===== src/rtl/csvt_pkg.sv =====
// ----------------------------------------------------------------------------
// csvt_pkg
// Shared types, constants and helpers of the CSV line field tokenizer.
// ----------------------------------------------------------------------------
package csvt_pkg;

  localparam int unsigned WsDepthDef = 16;
  localparam int unsigned CmdCntW    = 6;
  localparam int unsigned QDepth     = 2;

  localparam logic [7:0] DelimRst = 8'd44;
  localparam logic [7:0] QuoteRst = 8'd34;

  typedef enum logic [1:0] {
    MODE_NORMAL,
    MODE_QUOTE,
    MODE_QSEEN
  } mode_e;

  typedef enum logic [1:0] {
    CMD_WS,
    CMD_EMIT,
    CMD_END
  } cmd_kind_e;

  typedef enum logic [2:0] {
    B_IDLE,
    B_QUOTE,
    B_WS,
    B_BYTE,
    B_END
  } back_st_e;

  typedef enum logic {
    REG_DELIM = 1'b0,
    REG_QUOTE = 1'b1
  } reg_idx_e;

  typedef struct packed {
    cmd_kind_e           kind;
    logic [7:0]          data;
    logic [CmdCntW-1:0]  cnt;
    logic                held;
    logic                has_byte;
    logic                ovf;
  } cmd_t;

  function automatic logic is_space(input logic [7:0] c);
    return ((c >= 8'd9) && (c <= 8'd13)) || (c == 8'd32) || (c == 8'd133) ||
           (c == 8'd160);
  endfunction

endpackage


===== src/rtl/csv_line_field_tokenizer.sv =====
// ----------------------------------------------------------------------------
// csv_line_field_tokenizer
// CSV field splitter with quote handling and whitespace trimming.
// ----------------------------------------------------------------------------
// Input: one byte of a line per item (push/full), or an end-of-line marker.
// Output: a queue-like result port (empty/pop); each field is a run of
// content bytes followed by one field-end result. run_last_o flags the last
// result caused by an input item. delimiter/quote bytes are written through
// cfg_we_i/cfg_idx_i/cfg_data_i; the user must do so only while the block is
// idle; the block itself does not enforce this. A taken item's command is
// queued, and its first result is registered when the sequencer is free.
// Throughput: one item per cycle while pop keeps up and each item yields at
// most one result; an item that flushes a held quote and n pending whitespace
// bytes occupies the output sequencer for the quote, each byte and the content
// byte, and a two-entry command queue lets the parser run ahead meanwhile.
// Reset: parser state cleared, delimiter = comma, quote = double quote,
// no results pending.
// Stall: with pop low the result register holds, the sequencer and queue
// fill, and full rises; nothing is dropped.
// ----------------------------------------------------------------------------
module csv_line_field_tokenizer #(
  parameter int unsigned WS_DEPTH = csvt_pkg::WsDepthDef
) (
  input  logic       clk_i,
  input  logic       rst_ni,
  input  logic       cfg_we_i,
  input  logic       cfg_idx_i,
  input  logic [7:0] cfg_data_i,
  input  logic       push,
  output logic       full,
  input  logic [7:0] in_byte_i,
  input  logic       end_of_line_i,
  output logic       empty,
  input  logic       pop,
  output logic [7:0] out_byte_o,
  output logic       field_end_o,
  output logic       run_last_o,
  output logic       ws_overflow_o
);
  import csvt_pkg::*;

  logic [7:0] delim_q;
  logic [7:0] quote_q;
  logic       cmd_push;
  cmd_t       cmd_in;
  cmd_t       cmd_out;
  logic       q_full;
  logic       q_empty;
  logic       q_pop;
  logic       res_valid;

  always_ff @(posedge clk_i or negedge rst_ni) begin
    if (!rst_ni) begin
      delim_q <= DelimRst;
      quote_q <= QuoteRst;
    end else if (cfg_we_i) begin
      unique case (reg_idx_e'(cfg_idx_i))
        REG_DELIM: delim_q <= cfg_data_i;
        REG_QUOTE: quote_q <= cfg_data_i;
        default:   delim_q <= delim_q;
      endcase
    end
  end

  csvt_front #(
    .WS_DEPTH(WS_DEPTH)
  ) u_front (
    .clk_i,
    .rst_ni,
    .push_i        (push),
    .in_byte_i,
    .end_of_line_i,
    .delim_i       (delim_q),
    .quote_i       (quote_q),
    .q_full_i      (q_full),
    .cmd_push_o    (cmd_push),
    .cmd_o         (cmd_in)
  );

  csvt_fifo u_fifo (
    .clk_i,
    .rst_ni,
    .wr_i    (cmd_push),
    .wdata_i (cmd_in),
    .rd_i    (q_pop),
    .rdata_o (cmd_out),
    .full_o  (q_full),
    .empty_o (q_empty)
  );

  csvt_back #(
    .WS_DEPTH(WS_DEPTH)
  ) u_back (
    .clk_i,
    .rst_ni,
    .quote_i     (quote_q),
    .q_empty_i   (q_empty),
    .q_cmd_i     (cmd_out),
    .q_pop_o     (q_pop),
    .pop_i       (pop),
    .res_valid_o (res_valid),
    .res_byte_o  (out_byte_o),
    .res_end_o   (field_end_o),
    .res_last_o  (run_last_o),
    .res_ovf_o   (ws_overflow_o)
  );

  assign full  = q_full;
  assign empty = !res_valid;

endmodule


===== src/rtl/csvt_front.sv =====
// ----------------------------------------------------------------------------
// csvt_front
// Parser front end: tracks quoting and trimming state per item and issues
// at most one command per item to the back end.
// ----------------------------------------------------------------------------
module csvt_front #(
  parameter int unsigned WS_DEPTH = csvt_pkg::WsDepthDef
) (
  input  logic             clk_i,
  input  logic             rst_ni,
  input  logic             push_i,
  input  logic [7:0]       in_byte_i,
  input  logic             end_of_line_i,
  input  logic [7:0]       delim_i,
  input  logic [7:0]       quote_i,
  input  logic             q_full_i,
  output logic             cmd_push_o,
  output csvt_pkg::cmd_t   cmd_o
);
  import csvt_pkg::*;

  localparam int unsigned CntW = $clog2(WS_DEPTH + 1);

  mode_e            mode_q, mode_d;
  logic             touched_q, touched_d;
  logic             started_q, started_d;
  logic             strip_q, strip_d;
  logic             held_q, held_d;
  logic [CntW-1:0]  cnt_q, cnt_d;
  logic             ovf_q, ovf_d;

  logic accept;
  logic keep;
  logic close;
  logic clear;
  logic fire;
  logic [7:0] c;

  assign accept = push_i && !q_full_i;
  assign c      = in_byte_i;

  always_comb begin
    mode_d     = mode_q;
    touched_d  = touched_q;
    started_d  = started_q;
    strip_d    = strip_q;
    held_d     = held_q;
    cnt_d      = cnt_q;
    ovf_d      = ovf_q;
    keep       = 1'b0;
    close      = 1'b0;
    clear      = 1'b0;
    fire       = 1'b0;
    cmd_push_o = 1'b0;
    cmd_o      = '0;
    cmd_o.ovf  = ovf_q;

    if (accept) begin
      if (end_of_line_i) begin
        close  = touched_q;
        clear  = 1'b1;
        mode_d = MODE_NORMAL;
      end else begin
        unique case (mode_q)
          MODE_QUOTE: begin
            keep = 1'b1;
            if (c == quote_i) mode_d = MODE_QSEEN;
          end
          MODE_QSEEN: begin
            if (c == quote_i) begin
              mode_d = MODE_QUOTE;
            end else begin
              mode_d = MODE_NORMAL;
              if (c == delim_i) begin
                close = 1'b1;
                clear = 1'b1;
              end else begin
                keep = 1'b1;
              end
            end
          end
          default: begin
            mode_d = MODE_NORMAL;
            if (c == delim_i) begin
              close = 1'b1;
              clear = 1'b1;
            end else begin
              keep = 1'b1;
              if (c == quote_i) mode_d = MODE_QUOTE;
            end
          end
        endcase
      end
    end

    if (close) begin
      cmd_push_o = 1'b1;
      cmd_o.kind = CMD_END;
    end

    if (keep) begin
      touched_d = 1'b1;
      if (!started_q) begin
        if (!is_space(c)) begin
          started_d = 1'b1;
          if (c == quote_i) begin
            strip_d = 1'b1;
          end else begin
            cmd_push_o     = 1'b1;
            cmd_o.kind     = CMD_EMIT;
            cmd_o.data     = c;
            cmd_o.has_byte = 1'b1;
          end
        end
      end else if (is_space(c)) begin
        if (cnt_q < CntW'(WS_DEPTH)) begin
          cmd_push_o = 1'b1;
          cmd_o.kind = CMD_WS;
          cmd_o.data = c;
          cmd_o.cnt  = CmdCntW'(cnt_q);
          cnt_d      = cnt_q + CntW'(1);
        end else begin
          ovf_d = 1'b1;
        end
      end else begin
        fire           = strip_q && (c == quote_i);
        held_d         = fire;
        cnt_d          = '0;
        cmd_o.kind     = CMD_EMIT;
        cmd_o.data     = c;
        cmd_o.cnt      = CmdCntW'(cnt_q);
        cmd_o.held     = held_q;
        cmd_o.has_byte = !fire;
        cmd_push_o     = held_q || (cnt_q != '0) || !fire;
      end
    end

    if (clear) begin
      touched_d = 1'b0;
      started_d = 1'b0;
      strip_d   = 1'b0;
      held_d    = 1'b0;
      cnt_d     = '0;
      ovf_d     = 1'b0;
    end
  end

  always_ff @(posedge clk_i or negedge rst_ni) begin
    if (!rst_ni) begin
      mode_q    <= MODE_NORMAL;
      touched_q <= 1'b0;
      started_q <= 1'b0;
      strip_q   <= 1'b0;
      held_q    <= 1'b0;
      cnt_q     <= '0;
      ovf_q     <= 1'b0;
    end else begin
      mode_q    <= mode_d;
      touched_q <= touched_d;
      started_q <= started_d;
      strip_q   <= strip_d;
      held_q    <= held_d;
      cnt_q     <= cnt_d;
      ovf_q     <= ovf_d;
    end
  end

endmodule


===== src/rtl/csvt_fifo.sv =====
// ----------------------------------------------------------------------------
// csvt_fifo
// Short command queue between the parser front end and the output back end.
// ----------------------------------------------------------------------------
module csvt_fifo (
  input  logic           clk_i,
  input  logic           rst_ni,
  input  logic           wr_i,
  input  csvt_pkg::cmd_t wdata_i,
  input  logic           rd_i,
  output csvt_pkg::cmd_t rdata_o,
  output logic           full_o,
  output logic           empty_o
);
  import csvt_pkg::*;

  localparam int unsigned PtrW = (QDepth > 1) ? $clog2(QDepth) : 1;
  localparam int unsigned CntW = $clog2(QDepth + 1);

  cmd_t            mem_q [QDepth];
  logic [PtrW-1:0] wptr_q, wptr_d;
  logic [PtrW-1:0] rptr_q, rptr_d;
  logic [CntW-1:0] cnt_q, cnt_d;
  logic            do_wr;
  logic            do_rd;

  assign full_o  = (cnt_q == CntW'(QDepth));
  assign empty_o = (cnt_q == '0);
  assign do_wr   = wr_i && !full_o;
  assign do_rd   = rd_i && !empty_o;
  assign rdata_o = mem_q[rptr_q];

  always_comb begin
    wptr_d = wptr_q;
    rptr_d = rptr_q;
    cnt_d  = cnt_q;
    if (do_wr) wptr_d = (wptr_q == PtrW'(QDepth - 1)) ? '0 : wptr_q + PtrW'(1);
    if (do_rd) rptr_d = (rptr_q == PtrW'(QDepth - 1)) ? '0 : rptr_q + PtrW'(1);
    if (do_wr && !do_rd) cnt_d = cnt_q + CntW'(1);
    else if (!do_wr && do_rd) cnt_d = cnt_q - CntW'(1);
  end

  always_ff @(posedge clk_i) begin
    if (do_wr) mem_q[wptr_q] <= wdata_i;
  end

  always_ff @(posedge clk_i or negedge rst_ni) begin
    if (!rst_ni) begin
      wptr_q <= '0;
      rptr_q <= '0;
      cnt_q  <= '0;
    end else begin
      wptr_q <= wptr_d;
      rptr_q <= rptr_d;
      cnt_q  <= cnt_d;
    end
  end

  assert property (@(posedge clk_i) disable iff (!rst_ni) cnt_q <= CntW'(QDepth))
    else $error("command queue count beyond depth");

endmodule


===== src/rtl/csvt_back.sv =====
// ----------------------------------------------------------------------------
// csvt_back
// Output back end: holds pending whitespace and expands emit commands into
// a held quote, the buffered whitespace and the content byte.
// ----------------------------------------------------------------------------
module csvt_back #(
  parameter int unsigned WS_DEPTH = csvt_pkg::WsDepthDef
) (
  input  logic           clk_i,
  input  logic           rst_ni,
  input  logic [7:0]     quote_i,
  input  logic           q_empty_i,
  input  csvt_pkg::cmd_t q_cmd_i,
  output logic           q_pop_o,
  input  logic           pop_i,
  output logic           res_valid_o,
  output logic [7:0]     res_byte_o,
  output logic           res_end_o,
  output logic           res_last_o,
  output logic           res_ovf_o
);
  import csvt_pkg::*;

  localparam int unsigned IdxW = (WS_DEPTH > 1) ? $clog2(WS_DEPTH) : 1;

  logic [7:0]          ws_mem_q [WS_DEPTH];
  back_st_e            st_q, st_d, ph;
  cmd_t                cmd_q, cur;
  logic [CmdCntW-1:0]  idx_q, idx_d, idx_cur;
  logic                idle, slot_free, step, last_ws, ws_wr;

  logic                out_v_q, out_v_d;
  logic [7:0]          out_byte_q, out_byte_d;
  logic                out_end_q, out_end_d;
  logic                out_last_q, out_last_d;
  logic                out_ovf_q, out_ovf_d;

  assign idle      = (st_q == B_IDLE);
  assign cur       = idle ? q_cmd_i : cmd_q;
  assign idx_cur   = idle ? '0 : idx_q;
  assign slot_free = !out_v_q || pop_i;
  assign last_ws   = (idx_cur == (cur.cnt - CmdCntW'(1)));

  always_comb begin
    ph = st_q;
    if (idle) begin
      ph = B_IDLE;
      if (!q_empty_i) begin
        unique case (q_cmd_i.kind)
          CMD_END:  ph = B_END;
          CMD_EMIT: ph = q_cmd_i.held ? B_QUOTE :
                         ((q_cmd_i.cnt != '0) ? B_WS : B_BYTE);
          default:  ph = B_IDLE;
        endcase
      end
    end
  end

  assign step    = slot_free && (ph != B_IDLE);
  assign ws_wr   = idle && !q_empty_i && (q_cmd_i.kind == CMD_WS);
  assign q_pop_o = idle && !q_empty_i &&
                   (step || ((q_cmd_i.kind != CMD_EMIT) && (q_cmd_i.kind != CMD_END)));

  always_comb begin
    st_d       = st_q;
    idx_d      = idx_q;
    out_v_d    = out_v_q && !pop_i;
    out_byte_d = out_byte_q;
    out_end_d  = out_end_q;
    out_last_d = out_last_q;
    out_ovf_d  = out_ovf_q;
    if (step) begin
      out_v_d    = 1'b1;
      out_ovf_d  = cur.ovf;
      out_end_d  = 1'b0;
      unique case (ph)
        B_QUOTE: begin
          out_byte_d = quote_i;
          out_last_d = (cur.cnt == '0) && !cur.has_byte;
          idx_d      = '0;
          st_d       = (cur.cnt != '0) ? B_WS : (cur.has_byte ? B_BYTE : B_IDLE);
        end
        B_WS: begin
          out_byte_d = ws_mem_q[idx_cur[IdxW-1:0]];
          out_last_d = last_ws && !cur.has_byte;
          idx_d      = idx_cur + CmdCntW'(1);
          st_d       = last_ws ? (cur.has_byte ? B_BYTE : B_IDLE) : B_WS;
        end
        B_BYTE: begin
          out_byte_d = cur.data;
          out_last_d = 1'b1;
          st_d       = B_IDLE;
        end
        default: begin
          out_byte_d = '0;
          out_end_d  = 1'b1;
          out_last_d = 1'b1;
          st_d       = B_IDLE;
        end
      endcase
    end
  end

  always_ff @(posedge clk_i) begin
    if (ws_wr) ws_mem_q[q_cmd_i.cnt[IdxW-1:0]] <= q_cmd_i.data;
    if (idle) cmd_q <= q_cmd_i;
    out_byte_q <= out_byte_d;
    out_end_q  <= out_end_d;
    out_last_q <= out_last_d;
    out_ovf_q  <= out_ovf_d;
  end

  always_ff @(posedge clk_i or negedge rst_ni) begin
    if (!rst_ni) begin
      st_q    <= B_IDLE;
      idx_q   <= '0;
      out_v_q <= 1'b0;
    end else begin
      st_q    <= st_d;
      idx_q   <= idx_d;
      out_v_q <= out_v_d;
    end
  end

  assign res_valid_o = out_v_q;
  assign res_byte_o  = out_byte_q;
  assign res_end_o   = out_end_q;
  assign res_last_o  = out_last_q;
  assign res_ovf_o   = out_ovf_q;

  assert property (@(posedge clk_i) disable iff (!rst_ni)
    (out_v_q && out_end_q) |-> (out_last_q && (out_byte_q == '0)))
    else $error("field end must be last and carry no byte");

  assert property (@(posedge clk_i) disable iff (!rst_ni)
    (st_q == B_WS) |-> (idx_q < cmd_q.cnt))
    else $error("whitespace index past pending count");

  assert property (@(posedge clk_i) disable iff (!rst_ni)
    (step && !out_last_d) |=> (st_q != B_IDLE))
    else $error("sequence ended without last result");

  assert property (@(posedge clk_i) disable iff (!rst_ni)
    (step && out_last_d) |=> (st_q == B_IDLE))
    else $error("sequence continues after last result");

endmodule

===== config.mk =====
export PLATFORM = sky130hd
export DESIGN_NAME = csv_line_field_tokenizer
export DESIGN_NICKNAME = d
export VERILOG_FILES = /design/src/rtl/csvt_pkg.sv /design/src/rtl/csv_line_field_tokenizer.sv /design/src/rtl/csvt_front.sv /design/src/rtl/csvt_fifo.sv /design/src/rtl/csvt_back.sv
export SDC_FILE = /design/constraint.sdc
export NUM_CORES = 1
export LEC_CHECK = 0
export BUFFER_PORTS_ARGS = -buffer_cell sky130_fd_sc_hd__buf_2
export CAP_MARGIN = 20
export CORE_MARGIN = 2
export CORE_UTILIZATION = 50
export CTS_CLUSTER_SIZE = 24
export DETAILED_ROUTE_END_ITERATION = 10
export GPL_TIMING_DRIVEN = 1
export PLACE_DENSITY = 0.74
export SETUP_SLACK_MARGIN = 0.02
export SKIP_CTS_REPAIR_TIMING = 1
export SLEW_MARGIN = 10
export SYNTH_ARGS = -nofsm -noshare
export SYNTH_HDL_FRONTEND = slang
export SYNTH_HIERARCHICAL = 1
export SYNTH_SLANG_ARGS = --single-unit

===== constraint.sdc =====
create_clock -name clk_i -period 9.1 [get_ports clk_i]
set_clock_uncertainty 0.1 [all_clocks]
set_input_delay 0.91 -clock clk_i [delete_from_list [all_inputs] [get_ports clk_i]]
set_output_delay 0.91 -clock clk_i [all_outputs]
set_load 0.01 [all_outputs]

# == After elaboration in Yosys (flattened, before gate mapping) ==
# Memories as Yosys holds them, arrays and structs flattened.
# Cells that the tools add are included.
# totals
regBits,70
wordCells,196
memories,2
input_bits,23
out_inout_bits,13
ram_bits,166
# op_classes
n_addsub,7
mux,85
bitwise,1
order_cmp,3
eq_ne,21
reduce_logical,53
# mem_list
name,depth,word_bits,read_ports,rd_ports_with_merged_regs,wr,line,text
u_back.ws_mem_q,16,8,1,0,1,csvt_back.sv:26,logic [7:0] ws_mem_q [WS_DEPTH];
u_fifo.mem_q,2,19,1,0,1,csvt_fifo.sv:20,cmd_t mem_q [QDepth];
# op_table
op,count
$mux W1,50
$mux W16,2
$mux W10,3
$mux W5,5
$pmux W8 S3,1
$mux W18,1
$mux W17,1
$eq A8 B8 Y1,2
$eq A8 B8 Y1 const B,2
$mux W2,8
$logic_and A1 B1 Y1,15
$mux W3,5
$pmux W3 S2,2
$pmux W6 S2,1
$reduce_bool A2 Y1,6
$reduce_bool A6 Y1,2
$eq A8 B6 Y1 const B,1
$ge A8 B4 Y1 const B,1
$le A8 B4 Y1 const B,1
$logic_not A1 Y1,8
$reduce_and A2 Y1,4
$reduce_and A4 Y1,2
$logic_or A1 B1 Y1,7
$mux W7,1
other kinds (26),39

# == Longest topological paths before layout ==
# Gate-level depths: netlist of the first run.
# depth
word_depth,16
depth_mapped,15
mapped_depth_nobuf,14

# == Hierarchy ==
# The synthesis of the first run kept the hierarchy.
# by_module_without_submodules
mod,seq_area_each_um2,instances,area_each_um2,cells_each
csvt_back,4719.5,1,7307.0,577
csvt_fifo,1241.2,1,1566.5,78
csvt_front,300.3,1,1257.5,156
csv_line_field_tokenizer,406.6,1,624.3,36

# == Least setup slack after synthesis of the first run ==
# Ideal clock, no wire load.
# synth_timing
kind,input to register
from,input in_byte_i[3]
to,memory u_fifo/mem_q[0][0] in the netlist's numbering (enable)
n_path_buf,2
setup_time_ps,395
path_stages,10
arrival_ps,3081
setup_slack_ps,5524
required_time_ps,8605
cell_sequence,buf_4 a21o_1 a211oi_1 or3_1 buf_6 a21o_1 nand3_1 a2bb2oi_1 nand2_1 nor2_1
# synth_via
elab_chain_cells,14
elab_cells_between_ends,34
cone_classes,2 x order compare; 5 x eq/ne; 19 x mux; 8 x reduce/logical
# synth_rtl
element,line,text
start: declaration,csv_line_field_tokenizer.sv:31,"input logic [7:0] in_byte_i,"
$eq A8 B8 Y1,"csvt_front.sv:74, csvt_front.sv:84",
$mux W1,"csvt_front.sv:74, csvt_front.sv:84",
$mux W1,csvt_front.sv:70,if (c == quote_i) begin
$pmux W1 S2,csvt_front.sv:64,unique case (mode_q)
$mux W1,csvt_front.sv:59,if (end_of_line_i) begin
$mux W1,csvt_front.sv:58,if (accept) begin
$mux W1,csvt_front.sv:96,if (close) begin
"$mux W1, on equally long branches","csvt_front.sv:106, csvt_front.sv:116",
"$mux W1, on equally long branches","csvt_front.sv:104, csvt_front.sv:115",
$mux W1,csvt_front.sv:103,if (!started_q) begin
$mux W1 (*),csvt_front.sv:101,if (keep) begin
named net cmd_push,csv_line_field_tokenizer.sv:44,logic cmd_push;
$logic_and A1 B1 Y1 (*),csvt_fifo.sv:29,assign do_wr = wr_i && !full_o;
$mux W1 (*),csvt_fifo.sv:44,if (do_wr) mem_q[wptr_q] <= wdata_i;
$mux W1 (implied by the code) (*),csvt_fifo.sv:44,
end: declaration,csvt_fifo.sv:20,
# Mark *: on every way through the listed nets, which the timed path passes. The rest lies on a longest branch.

==> flow_summary.json, run 1 <==
{
  "ir_drop_mv": 0.162,
  "critPathKind": "reg2reg",
  "grt_pass1_vias": 6502,
  "vias_per_cell": 5.93,
  "clock_path_buffers": 3,
  "wl_um": 23300,
  "maxSlewViolCount": 0,
  "fin_crit_ps": 4490,
  "cts_tree": "yes",
  "h-tree-depth": 1,
  "hold_violations": 0,
  "cts_num_sinks": 234,
  "async_flop_share": 0.175,
  "crit_path_end_kind": "register",
  "synth_cells": 847,
  "cts_root_buf": "clkbuf_16",
  "wl_met1_um": 10200,
  "ys_seq_area_frac": 0.620,
  "gr-total-overflow": 0,
  "die_height_um": 151,
  "leakage_nw": 4.11,
  "layout_common_cells": "177 x edfxtp_1, 76 x nand2_1, 76 x nor2_1",
  "port_buffers": 35,
  "synth_flop_cell": "edfxtp_1",
  "highest_layer": "met4",
  "tightest_slew_ps": 846,
  "synth_area_um2": 10800,
  "grt_pass1_wl_um": 36800,
  "ys_types": 76,
  "synth_edf_count": 177,
  "synth_warnings": 6,
  "die-area_um2": 22700,
  "rows": 53,
  "core_area_um2": 21100,
  "clk_pin_slew_ps": 60,
  "worstPathMaxFanout": 20,
  "slew_headroom": 0.436,
  "setup_violations": 0,
  "hold_path_class": "in2async",
  "tritoncts.num_buffers": 23,
  "crit_chain": "mux2_1, inv_1, ha_1, nand2b_1, o21bai_1, nand2_1, a21oi_4, inv_1, a2111oi_1, o21ai_1, ha_1, xor2_1, nor2_1, xor2_1",
  "routabilityCongestion": 0.884,
  "synth-seq-cells": 234,
  "grt_max_degree": 55,
  "die_w_um": 151,
  "crit_arrival_ps": 4820,
  "rsz0062_at_grt": "no",
  "syn_nets": 881,
  "ioPinCount": 36,
  "fmax_ghz": 0.223,
  "crit_required_ps": 9430,
  "synth_top_cell_by_area": "edfxtp_1",
  "final_util": 0.559,
  "drv_cap": 0,
  "antenna_cells": 0,
  "finalSetupTns_ps": 0,
  "netlist.area_leader.share": 0.494,
  "start_kind": "register",
  "antenna_found_initial": 0,
  "finalCritPeriodShare": 0.493,
  "drtAntennaViolNets": 0,
  "reg2reg_from": "u_fifo/rptr_q",
  "synthTopCellsByArea": "edfxtp_1 49%, dfrtp_1 8.4%, mux4_2 3.4%",
  "drt-initial-drc-count": 823,
  "syn2layout_area_growth_pct": 9.69,
  "dr_wl_met2_um": 11000,
  "reg2reg_slack_ps": 4610,
  "met3_length_um": 1590,
  "wire_per_inst_um": 20.1,
  "layout-drive-gt1-share": 0.154,
  "vias": 6886,
  "p_per_area_nw_per_um2": 292,
  "critPathMaxStageDelay_ps": 890,
  "clock_latency_ps": 520,
  "dp_hpwl_um": 15400,
  "synth_area_per_cell_um2": 12.7,
  "start_util": 0.510,
  "track_usage": 0.211,
  "status": "completed",
  "drc": 0,
  "layout_commonest_cell": "edfxtp_1",
  "cpMaxStageDelayCell": "dfrtp_1",
  "worstReg2RegEnd": "u_fifo/cnt_q[1]",
  "fin_nets": 904,
  "dr.pass1.iters": 6,
  "reg2reg_depth": 14
}
final cells by class:
type	count	area, um^2
clock buffers	28	594
clock inverters	14	87.6
flip-flops and latches	234	6670
multi-input cells	542	3740
fillers	1709	9290
inverters	23	86.3
well taps	275	344
repair buffers	46	270
kinds of logic after synthesis:
kind of cell | share of synthesized area
AOI/OAI and AO/OA | 0.0911
xor gates and xnor gates | 0.0244
adders and majority gates | 0.0128
buffers and inverters | 0.0323
DFF | 0.620
muxes | 0.0898
other | 0.000349
and+or+nand+nor | 0.129
report_power, final:
group | internal, W | switching (W) | total [W]
Sequential | 0.00142 | 0.000123 | 0.00154
Combinational | 0.000362 | 0.000675 | 0.00104
Clock | 0.000470 | 0.000395 | 0.000865
cells in the mapped netlist (all sizes together), types with 4 or more instances:
master	instances
or2b	4
a21oi	49
nand2b	19
nand2	77
dfxtp	16
and3	7
nand4	18
xnor2	27
dfrtp	36
o21ai	34
o21bai	4
o22ai	8
nor2	77
inv	23
nor2b	6
mux2i	20
a41oi	4
dfstp	5
nand3	19
a31o	8
mux4	16
ha	11
and4	4
nand3b	5
nor4	4
mux2	36
and2	22
nor3	14
edfxtp	177
clkbuf	23
buf	25
metrics by stage:
| step | std cells | hold WS [ps] | setup slack [ps] | power [W] | instance area [um^2] |
|---|---|---|---|---|---|
| 5_1_grt | 1162 | 162 | 4270 | 0.00362 | 11800 |
| 3_3_place_gp | 1119 | 332 | 4720 | 0.00256 | 11100 |
| 2_1_floorplan | 847 | 312 | 5520 | 0.00228 | 10800 |
| 3_5_place_dp | 1119 | 334 | 4650 | 0.00259 | 11100 |
| 4_1_cts | 1161 | 351 | 4640 | 0.00345 | 11800 |
| 6_report | 1162 | 155 | 4610 | 0.00344 | 11800 |
registers in the layout (all words and copies together) (netlist names):
name                cells
delim_q                 8
quote_q                 8
u_back/cmd_q           16
u_back/idx_q            6
u_back/res_byte_o       8
u_back/res_end_o        1
u_back/res_last_o       1
u_back/res_ovf_o        1
u_back/res_valid_o      1
u_back/st_q             2
u_back/ws_mem_q       128
u_fifo/cnt_q            2
u_fifo/mem_q           38
u_fifo/rptr_q           1
u_fifo/wptr_q           1
u_front/cnt_q           5
u_front/held_q          1
u_front/mode_q          2
u_front/ovf_q           1
u_front/started_q       1
u_front/strip_q         1
u_front/touched_q       1
metal layers:
layer / vias to the layer above / GRT usage
li1: 3167 / -
met1: 3408 / 0.313
met2: 269 / 0.332
met3: 42 / 0.0230
met4: 0 / 0.0603
met5: - / 0
worst max path at each step:
stage | endpoint | from | cells after the start
2_1_floorplan | u_fifo/mem_q[0][0] | in_byte_i[3] | 10
3_3_place_gp | u_fifo/cnt_q[1] | u_fifo/rptr_q | 14
3_5_place_dp | u_fifo/cnt_q[1] | u_fifo/rptr_q | 13
4_1_cts | u_fifo/cnt_q[1] | u_fifo/rptr_q | 14
5_1_grt | u_fifo/cnt_q[1] | u_fifo/rptr_q | 14
6_report | u_fifo/cnt_q[1] | u_fifo/rptr_q | 14
worst max-delay path, delay by kind of cell, from the launching register on:
kind / cells / cell delay, ps
mux: 1 / 410
fa+ha+maj: 2 / 380
flops: 1 / 890
compound gates: 4 / 1710
xor+xnor: 2 / 290
buf+inv: 2 / 160
simple gates: 3 / 460
Power figures use the tool's default switching activity.
==> run 2, diff against run 1 <==
--- a/config.mk
+++ b/config.mk
@@ -5,6 +5,7 @@
 export SDC_FILE = /design/constraint.sdc
 export NUM_CORES = 1
 export LEC_CHECK = 0
+export ABC_AREA = 1
 export BUFFER_PORTS_ARGS = -buffer_cell sky130_fd_sc_hd__buf_2
 export CAP_MARGIN = 20
 export CORE_MARGIN = 2
==> constraint.sdc (replaced) <==
create_clock -name clk_i -period 4.5 [get_ports clk_i]
set_clock_uncertainty 0.1 [all_clocks]
set_input_delay 0.45 -clock clk_i [delete_from_list [all_inputs] [get_ports clk_i]]
set_output_delay 0.45 -clock clk_i [all_outputs]
set_load 0.01 [all_outputs]
==> run 2 against run 1 <==
  * Final cell count up 22%
  * Cell area up 1.7%
  * Sequential share of layout area down 0.95 points
  * Wire length up 7.9%
  * Non-clock buffer count down 2
  * Synthesized cell count up 29%
  * Setup slack worse by 3600 ps
  * Global-route usage up 1.0 points
==> flow_summary.json, run 2 <==
{
  "status": "completed",
  "ys_types": 44,
  "p_per_area_nw_per_um2": 621,
  "multiInputGateArea_um2": 3550,
  "wire_per_inst_um": 17.8,
  "cts_root_buf": "clkbuf_16",
  "drv_cap": 0,
  "ir_drop_mv": 0.447,
  "die_height_um": 151,
  "syn_nets": 1125,
  "core_area_um2": 21100,
  "dp_cells": 1369,
  "antenna_cells": 0,
  "crit_required_ps": 4800,
  "cp-startpoint": "u_fifo/rptr_q",
  "swShare": 0.364,
  "fillers": 1739,
  "clock_latency_ps": 510,
  "syn2layout_area_growth_pct": 11.0,
  "hold_start": "cfg_data_i[5]",
  "grt_pass1_wl_um": 38700,
  "combPwrFrac": 0.315,
  "synth_area_per_cell_um2": 9.90,
  "ys_seq_area_frac": 0.617,
  "start_util": 0.512,
  "hold_path_class": "in2reg",
  "synth_flop_cell": "edfxtp_1",
  "synth_edf_count": 177,
  "dr.pass1.iters": 5,
  "antenna_found_initial": 0,
  "p_int_w": 0.00473,
  "hold_violations": 0,
  "worstPathMaxFanout": 21,
  "synth_area_um2": 10800,
  "layout_common_cells": "370 x nand2_1, 177 x edfxtp_1, 101 x nand3_1",
  "rsz0062_at_grt": "no",
  "track_usage": 0.221,
  "h-tree-depth": 1,
  "drt-initial-drc-count": 616,
  "synthTopCellsByArea": "edfxtp_1 49%, nand2_1 13%, dfrtp_1 8.3%",
  "reg2reg_from": "u_fifo/rptr_q",
  "wl_um": 25100,
  "start_kind": "register",
  "fmax_ghz": 0.284,
  "layout-drive-gt1-share": 0.131,
  "finalSetupTns_ps": 0,
  "grt_pass1_vias": 7359,
  "synth-seq-cells": 234,
  "ys_top_cells_by_count": "370 x nand2_1, 177 x edfxtp_1, 101 x nand3_1, 78 x inv_1, 72 x nor2_1",
  "critPathKind": "reg2reg",
  "cts_num_sinks": 234,
  "routabilityCongestion": 0.883,
  "async_flop_share": 0.175,
  "p_clk_frac": 0.266,
  "crit_path_end_kind": "register",
  "vias": 7846,
  "maxSlewViolCount": 0,
  "cts_tree": "yes",
  "pwr-share-seq": 0.419,
  "grt_max_degree": 68,
  "layout_commonest_cell": "nand2_1",
  "tritoncts.num_buffers": 24,
  "seqCellArea_um2": 6670,
  "vias_per_cell": 5.54,
  "fin_nets": 1157,
  "dp_hpwl_um": 16500,
  "netlist.area_leader.share": 0.492,
  "finalCritPeriodShare": 0.781,
  "synth_cells": 1091,
  "switchingPower_w": 0.00271,
  "synth_top_cell_by_area": "edfxtp_1",
  "die-area_um2": 22800,
  "tightest_slew_ps": 891,
  "rows": 53,
  "largest_reg_flops": 128,
  "ioPinCount": 36,
  "crit_arrival_ps": 3810,
  "final_cells": 1416,
  "port_buffers": 35,
  "drtAntennaViolNets": 0,
  "synth_most_common_cell": "nand2_1",
  "clock_path_buffers": 3,
  "clk_pin_slew_ps": 60,
  "synth_warnings": 6,
  "setup_violations": 0,
  "gr-total-overflow": 0,
  "leakage_nw": 4.99,
  "die_w_um": 151,
  "fin_crit_ps": 3520,
  "drc": 0,
  "slew_headroom": 0.404
}
[run 2: final cells by class]
| class | instances | area share |
|---|---|---|
| flip-flops and latches | 234 | 0.556 |
| multi-input cells | 725 | 0.296 |
| clock buffers | 29 | 0.0560 |
| inverters | 94 | 0.0302 |
| well taps | 275 | 0.0287 |
| repair buffers | 44 | 0.0225 |
| clock inverters | 15 | 0.0110 |
[run 2: logic make-up (layout without fill, tap and decap cells)]
family	Yosys count	count (layout)	share of synthesized area
AOI/OAI and AO/OA	89	89	0.0534
xor gates and xnor gates	10	10	0.00811
and+or+nand+nor	614	614	0.254
DFF	234	234	0.617
other	1	1	0.000347
adders and majority gates	11	11	0.0127
buffers and inverters	132	182	0.0544
[run 2: final timing paths]
path / cells after the start / slack (ps) / endpoint
worst max-delay path: 17 / 980 / u_fifo/cnt_q[1]
max in group asynchronous: 3 / 3470 / quote_q[1]
worst max register to register: 17 / 980 / u_fifo/cnt_q[1]
min in group asynchronous: 2 / 280 / u_front/mode_q[1]
worst min-delay path: 3 / 70 / delim_q[5]
worst min register to register: 2 / 350 / u_back/cmd_q[9]
[run 2: stage by stage]
step | setup slack [ps] | hold slack, ps | total power, W | cell area, um^2 | utilization
2_1_floorplan | 1590 | 54.4 | 0.00473 | 10800 | -
3_3_place_gp | 1230 | 326 | 0.00537 | 11100 | 0.528
3_5_place_dp | 1020 | 335 | 0.00544 | 11100 | 0.528
4_1_cts | 987 | 17.8 | 0.00745 | 11900 | 0.566
5_1_grt | 631 | 66.1 | 0.00784 | 12000 | 0.569
6_report | 985 | 71.6 | 0.00745 | 12000 | 0.569
[run 2: power by group through the flow]
| stage | clock network, W | logic [W] | registers, W |
|---|---|---|---|
| 3_5_place_dp | 0 | 0.00228 | 0.00316 |
| 4_1_cts | 0.00201 | 0.00232 | 0.00312 |
| 3_3_place_gp | 0 | 0.00222 | 0.00315 |
| 6_report | 0.00198 | 0.00234 | 0.00312 |
| 2_1_floorplan | 0 | 0.00163 | 0.00310 |
| 5_1_grt | 0.00209 | 0.00259 | 0.00315 |
[run 2: worst max-delay path, stage by stage, from the launching register on]
cell     delay [ps]
dfrtp_1         730
inv_1           460
nand2_1         160
nand2_1          80
inv_1            80
ha_1            170
nand2_1          80
o31ai_2         220
a21oi_1         110
nand2_1          90
nand2_2         140
a21oi_1         220
o21ai_0         160
ha_1            330
inv_1            80
nand3_1          80
nand2_1          60
nand2_1          50
[run 2: layer usage]
| metal | vias up | track usage | share of wire |
|---|---|---|---|
| met5 | - | 0 | 0 |
| met4 | 0 | 0.0818 | 0.031 |
| li1 | 3724 | - | - |
| met2 | 282 | 0.367 | 0.48 |
| met1 | 3777 | 0.296 | 0.42 |
| met3 | 63 | 0.0337 | 0.067 |
